**src/design/assert_macros.svh**
```systemverilog
// assertion macros used by the top-level rtl file
`ifndef ASSERT_MACROS_SVH
`define ASSERT_MACROS_SVH

// same-cycle implication, checked on every rising clock edge out of reset
`define ASSERT_SAME(lbl, ante, cons, msg) \
    lbl: assert property (@(posedge i_clk) disable iff (!i_rst_n) (ante) |-> (cons)) \
        else $error(msg);

// next-cycle implication, checked on every rising clock edge out of reset
`define ASSERT_NEXT(lbl, ante, cons, msg) \
    lbl: assert property (@(posedge i_clk) disable iff (!i_rst_n) (ante) |=> (cons)) \
        else $error(msg);

`endif

```
**src/design/ddo_pkg.sv**
```systemverilog
// package: types, constants and tables of the odometry core
`default_nettype none
package ddo_pkg;

    localparam int CORDIC_ITERATIONS = 16;
    localparam int C_TABLE_LEN       = 24;
    localparam int C_ROT_COUNT       = (CORDIC_ITERATIONS > C_TABLE_LEN) ?
                                       C_TABLE_LEN : CORDIC_ITERATIONS;
    localparam int C_CNT_W           = $clog2(C_TABLE_LEN);

    // register indexes of the configuration port
    localparam logic C_REG_SAMPLE_PERIOD = 1'b0;
    localparam logic C_REG_WHEEL_BASE_INV = 1'b1;

    localparam logic [15:0] C_PERIOD_RESET  = 16'd655;
    localparam logic [15:0] C_WBI_RESET     = 16'd1707;

    localparam logic signed [15:0] C_LEFT_WEIGHT = 16'sd19169;
    // 0.8 share doubled, and 0.2 share, both Q0.16
    localparam logic [32:0] C_GYRO_K  = 33'd104858;
    localparam logic [29:0] C_WHEEL_K = 30'd13107;

    localparam logic signed [19:0] C_HEADING_LIMIT = 20'sd25723;
    localparam logic signed [19:0] C_HEADING_STEP  = 20'sd51446;
    localparam logic signed [28:0] C_INC_LIMIT     = 29'sd131072;

    localparam logic signed [33:0] C_PI      = 34'sd3373259426;
    localparam logic signed [33:0] C_HALF_PI = 34'sd1686629713;
    localparam logic signed [33:0] C_GAIN    = 34'sd652032874;

    // controller states
    typedef enum logic [3:0] {
        ST_IDLE,
        ST_MUL1,
        ST_MUL2,
        ST_MUL3,
        ST_MUL4,
        ST_ROT,
        ST_MUL5,
        ST_MUL6,
        ST_UPD,
        ST_WRAP
    } t_state;

    // commands from controller to datapath
    typedef struct packed {
        logic load;
        logic mul1;
        logic mul2;
        logic mul3;
        logic mul4;
        logic rot_step;
        logic mul5;
        logic mul6;
        logic update;
        logic wrap_step;
        logic commit;
    } t_dp_cmd;

    // status from datapath to controller
    typedef struct packed {
        logic rot_done;
        logic wrap_done;
        logic out_free;
    } t_dp_status;

    // arctangent of 2^-i in Q.30
    function automatic logic signed [33:0] atan_q30(input logic [C_CNT_W-1:0] idx);
        logic signed [33:0] r;
        case (idx)
            5'd0:  r = 34'sd843314856;
            5'd1:  r = 34'sd497837829;
            5'd2:  r = 34'sd263043836;
            5'd3:  r = 34'sd133525158;
            5'd4:  r = 34'sd67021686;
            5'd5:  r = 34'sd33543515;
            5'd6:  r = 34'sd16775850;
            5'd7:  r = 34'sd8388437;
            5'd8:  r = 34'sd4194282;
            5'd9:  r = 34'sd2097149;
            5'd10: r = 34'sd1048575;
            5'd11: r = 34'sd524287;
            5'd12: r = 34'sd262143;
            5'd13: r = 34'sd131071;
            5'd14: r = 34'sd65535;
            5'd15: r = 34'sd32767;
            5'd16: r = 34'sd16383;
            5'd17: r = 34'sd8191;
            5'd18: r = 34'sd4095;
            5'd19: r = 34'sd2047;
            5'd20: r = 34'sd1023;
            5'd21: r = 34'sd511;
            5'd22: r = 34'sd255;
            5'd23: r = 34'sd127;
            default: r = '0;
        endcase
        return r;
    endfunction

endpackage
`default_nettype wire

```
**src/design/ddo_ctrl.sv**
```systemverilog
// controller: sequences the steps of one odometry update
`default_nettype none
module ddo_ctrl
    import ddo_pkg::*;
(
    input  wire logic       i_clk,
    input  wire logic       i_rst_n,
    input  wire logic       i_in_valid,
    output logic            o_in_ready,
    input  wire t_dp_status i_status,
    output t_dp_cmd         o_cmd
);

    t_state r_state;
    t_state n_state;

    // state register
    always_ff @(posedge i_clk) begin
        if (!i_rst_n) begin
            r_state <= ST_IDLE;
        end else begin
            r_state <= n_state;
        end
    end

    // next state
    always_comb begin
        n_state = r_state;
        case (r_state)
            ST_IDLE: begin
                if (i_in_valid) n_state = ST_MUL1;
            end
            ST_MUL1: n_state = ST_MUL2;
            ST_MUL2: n_state = ST_MUL3;
            ST_MUL3: n_state = ST_MUL4;
            ST_MUL4: n_state = ST_ROT;
            ST_ROT: begin
                if (i_status.rot_done) n_state = ST_MUL5;
            end
            ST_MUL5: n_state = ST_MUL6;
            ST_MUL6: n_state = ST_UPD;
            ST_UPD:  n_state = ST_WRAP;
            ST_WRAP: begin
                if (i_status.wrap_done && i_status.out_free) n_state = ST_IDLE;
            end
            default: n_state = ST_IDLE;
        endcase
    end

    // outputs
    always_comb begin
        o_cmd      = '0;
        o_in_ready = 1'b0;
        case (r_state)
            ST_IDLE: begin
                o_in_ready = 1'b1;
                o_cmd.load = i_in_valid;
            end
            ST_MUL1: o_cmd.mul1     = 1'b1;
            ST_MUL2: o_cmd.mul2     = 1'b1;
            ST_MUL3: o_cmd.mul3     = 1'b1;
            ST_MUL4: o_cmd.mul4     = 1'b1;
            ST_ROT:  o_cmd.rot_step = 1'b1;
            ST_MUL5: o_cmd.mul5     = 1'b1;
            ST_MUL6: o_cmd.mul6     = 1'b1;
            ST_UPD:  o_cmd.update   = 1'b1;
            ST_WRAP: begin
                o_cmd.wrap_step = !i_status.wrap_done;
                o_cmd.commit    = i_status.wrap_done && i_status.out_free;
            end
            default: o_cmd = '0;
        endcase
    end

endmodule
`default_nettype wire

```
**config.mk**
```make
export PLATFORM = sky130hd
export DESIGN_NAME = ddo_ctrl
export DESIGN_NICKNAME = d
export VERILOG_FILES = /design/src/design/assert_macros.svh /design/src/design/ddo_pkg.sv /design/src/design/ddo_ctrl.sv
export SDC_FILE = /design/constraint.sdc
export NUM_CORES = 1
export LEC_CHECK = 0
export ABC_AREA = 1
export BUFFER_PORTS_ARGS = -buffer_cell sky130_fd_sc_hd__buf_2
export CAP_MARGIN = 20
export CORE_AREA = 2 2 39 41
export CTS_CLUSTER_SIZE = 40
export DETAILED_ROUTE_END_ITERATION = 8
export DIE_AREA = 0 0 41 43
export GPL_ROUTABILITY_DRIVEN = 0
export SLEW_MARGIN = 30
export SYNTH_ARGS = -nofsm -noshare
export SYNTH_HDL_FRONTEND = slang
export SYNTH_SLANG_ARGS = --single-unit
export TNS_END_PERCENT = 50
```
**constraint.sdc**
```tcl
create_clock -name i_clk -period 2.6 [get_ports i_clk]
set_clock_uncertainty 0.15 [all_clocks]
set_input_delay 0.52 -clock i_clk [delete_from_list [all_inputs] [get_ports i_clk]]
set_output_delay 0.52 -clock i_clk [all_outputs]
set_load 0.02 [all_outputs]
```
## Yosys cells after proc, flatten, opt, wreduce, memory -nomap -nowiden

Cells that the tools add are included.

| storage, ports and cells | value |
|---|---|
| flip-flop bits (word level) | 4 |
| input bits | 6 |
| logic and storage cells | 32 |

| cells by class | value |
|---|---|
| equality and inequality tests | 12 |
| multiplexer cells | 15 |
| reduce and logical (&&, ||, !) cells | 4 |

Operators by type and width:

| operator | count |
|---|---|
| $pmux 4 s10 | 1 |
| $eq 4x3->1 const B | 4 |
| $mux 4 | 3 |
| $mux 1 | 10 |
| $eq 4x2->1 const B | 2 |
| $eq 4x4->1 const B | 2 |
| $ne 2x2->1 const B | 3 |
| $eq 4x1->1 const B | 1 |
| $logic_not 4->1 | 1 |
| $reduce_and 3->1 | 1 |
| $mux 2 | 1 |
| $logic_and 1x1->1 | 1 |
| $logic_not 1->1 | 1 |

## Longest topological paths before layout

| logic depth | value |
|---|---|
| depth after elaboration | 3 |
| gate-level depth with buffers | 6 |
| mapped depth without buffers | 6 |

## Worst setup path after synthesis

No wires, ideal clock.

| timing | value |
|---|---|
| path type | reg-to-output |
| start | register r_state[2] |
| end | output o_cmd[4] (netlist name) |
| data arrival time | 1.076 ns |
| required time | 1.930 ns |
| setup slack | 0.854 ns |
| cell stages (with the launch flop) | 5 |
| path buffers | 0 |
| path through | dfxtp_1 inv_2 nor2_2 inv_2 nor3_1 |

RTL lines:

| what | RTL line | source |
|---|---|---|
| start: declaration | ddo_ctrl.sv:14 | `t_state r_state;` |
| start signal: assignment | ddo_ctrl.sv:22 | `r_state <= n_state;` |
| end: declaration | ddo_ctrl.sv:11 | `output t_dp_cmd o_cmd` |

==> reports/results.ini <==
[timing]
timing.final.crit_share_pct=72.60
max_freq_mhz=529.7
slew_violations=0
rsz0062_at_grt=no
period_needed_ns=1.888
tightest_slew_ns=0.2236
setup_viol=0
max_slew_margin_pct=85.08
setup_tns_ns=0
hold_viol=0
worst_slack_ns=0.7123

[grt]
grt_max_degree=7
antenna_found_initial=0
grt_overflow=0
grt_pass1_wl_mm=1.124
first_global_vias=309
grt_use_total_pct=9.428

[synthesis]
synth_common_cells=nor2_1, inv_1, nand2_1
ys_ff_latch=4
ys_types=14
yosysWarningCount=0
syn_nets=57
yosysMostFrequentCell=nor2_1
yosysTopAreaCellShare_pct=25.00
syn-cell-area_um2=320.3
async_flop_share_pct=0
yosys_most_used_dff=dfxtp_1
synth_edf_count=0
synthCells=51
synth_top_cell_by_area=dfxtp_1
synthTopCellsByArea=dfxtp_1, nor2_1, nor2_4
avgSynthCellArea_um2=6.281
yosysSeqAreaShare_pct=25.00

[hold_path]
hp-class=in2reg
hold_path_end=r_state[0]
hold_depth=3
min_from=i_rst_n

[critical_path]
required_ns=1.93
rr_worst_depth=6
reg2reg_to=r_state[0]
end_kind=output port
slowest_stage=dfxtp_1
critical_path_class=reg2out
reg2reg_from=r_state[0]
cpPeakStageDelay_ns=0.37
critPathMaxFanout=4
path_cells=inv_2 -> nor2_2 -> inv_2 -> nor3_1 -> buf_2
startpoint_type=flip-flop
arrival_ns=1.22
ff2ff_setup_slack_ns=1.39
crit_path_frequent_cell=inv_2

[die]
core_area_um2=1384
die_area_um2=1763
start_util_pct=23.15
io_pins=18
rows=14
die_h_um=43
die_w_um=41

[outcome]
status=finished, final reports clean

[cells_and_area]
largest_reg_flops=4
fin_nets=79
drive_above_1_share_pct=47.89
antenna_cells=0
top_register=r_state
fin_cells=87
fillers=160
area_growth_pct=39.84
reg.largest.list=r_state: 4 flops

[placed_design]
detailedPlace.worstSlack_ns=0.9298
port_buffers=17
dp_hpwl_um=641.1
dp.cells=84

[routing]
drc=0
firstDrtPassIters=4
drt_iter0_markers=4
final_antenna_net_count=0
num_vias=367
wl_per_cell_um=8.632
drt_wl_total_um=751
viasPerCell=4.218

[power_and_ir_drop]
power.switching_w=0.00007461
vdd_ir_drop_max_uv=188.3
pwr-share-seq_pct=33.2
p_sw_share_pct=34.46
combPwrFrac_pct=32.3
total_power_w=0.0002165
leakage_nw=0.2583
power.density_nw_per_um2=483.4
power.internal_w=0.0001419
clock_power_share_pct=34.5

[clock_network]
cts_resized=0
root_buffer=clkbuf_4
cts.sinks=4
cts.reportedPaths.clkPinSlew_ns=0.04
cts_tree=done
clkLatencyLatePin_ns=0.23
post_cts_buffers=0
cts_buffers=3
h-tree-depth=1
cts_buffer_depth=2
cts-hold-fix-buffers=0

[flow_run]
cap_violations=0

==> cell type report <==
type                       count  area (um^2)  area share (%)
tap                           16        20.02           4.469
inverter                      11        41.29           9.218
sequential                     4        80.08           17.88
clock buffer                   3        22.52           5.028
timing repair buffer          17        85.08           18.99
multi-input combinational     36        198.9           44.41
==> kinds of logic after synthesis <==
logic type,Yosys count,synth area share [%]
AO/OA/AOI/OAI,4,6.250
AND/OR/NAND/NOR,32,55.86
flip-flops,4,25.00
buffers and inverters,11,12.89
==> layout by cell type, fill, tap and decap left out, types with 2 or more instances in the layout <==
cell / instances
buf_2: 17
nor2_1: 10
inv_1: 7
nand2_1: 7
inv_2: 4
a21oi_1: 4
dfxtp_1: 4
nor3_1: 3
nor2_4: 3
clkbuf_4: 3
nor2_2: 2
nand2_2: 2
nand3_1: 2
==> worst max path at each step <==
stage | from | end | slack [ns] | depth (start not counted)
after floorplan | r_state[2] | o_cmd[4] | 0.85 | 4
after global placement | i_in_valid | o_cmd[10] | 0.96 | 4
after detailed placement | i_in_valid | o_cmd[10] | 0.93 | 4
after CTS | r_state[2] | o_cmd[4] | 0.69 | 5
after global routing | r_state[2] | o_cmd[4] | 0.60 | 5
final | r_state[2] | o_cmd[4] | 0.71 | 5
==> through the flow <==
step	cell area [um^2]	hold slack [ns]	util (%)
detailed placement	425.4	0.4543	30.74
global placement	425.4	0.4419	30.74
floorplan	320.3	0.4096	-
CTS	447.9	0.4141	32.37
global route	447.9	0.4431	32.37
finish	447.9	0.4187	32.37
==> per-layer routing <==
layer  GRT usage, %  wire length [um]  vias to the layer above
met5              0                 0                        -
met4          8.000                 0                        0
met3          1.571                44                        0
met2          14.37               391                       10
met1          10.58               315                      162
li1               -                 -                      195
==> power by group through the flow <==
stage / logic (W) / registers [W] / clock network [W]
6_report: 0.0000699 / 0.0000719 / 0.0000748
5_1_grt: 0.0000769 / 0.0000726 / 0.0000820
4_1_cts: 0.0000708 / 0.0000716 / 0.0000790
3_5_place_dp: 0.0000705 / 0.0000726 / 0
3_3_place_gp: 0.0000696 / 0.0000725 / 0
2_1_floorplan: 0.0000526 / 0.0000716 / 0
==> worst max-delay path: cells and delay by family (launching register included) <==
kind / cells / cell delay (ns)
and+or+nand+nor: 2 / 0.28
DFF: 1 / 0.37
buffers and inverters: 3 / 0.32
No activity file was read; power rests on OpenSTA's default activity.
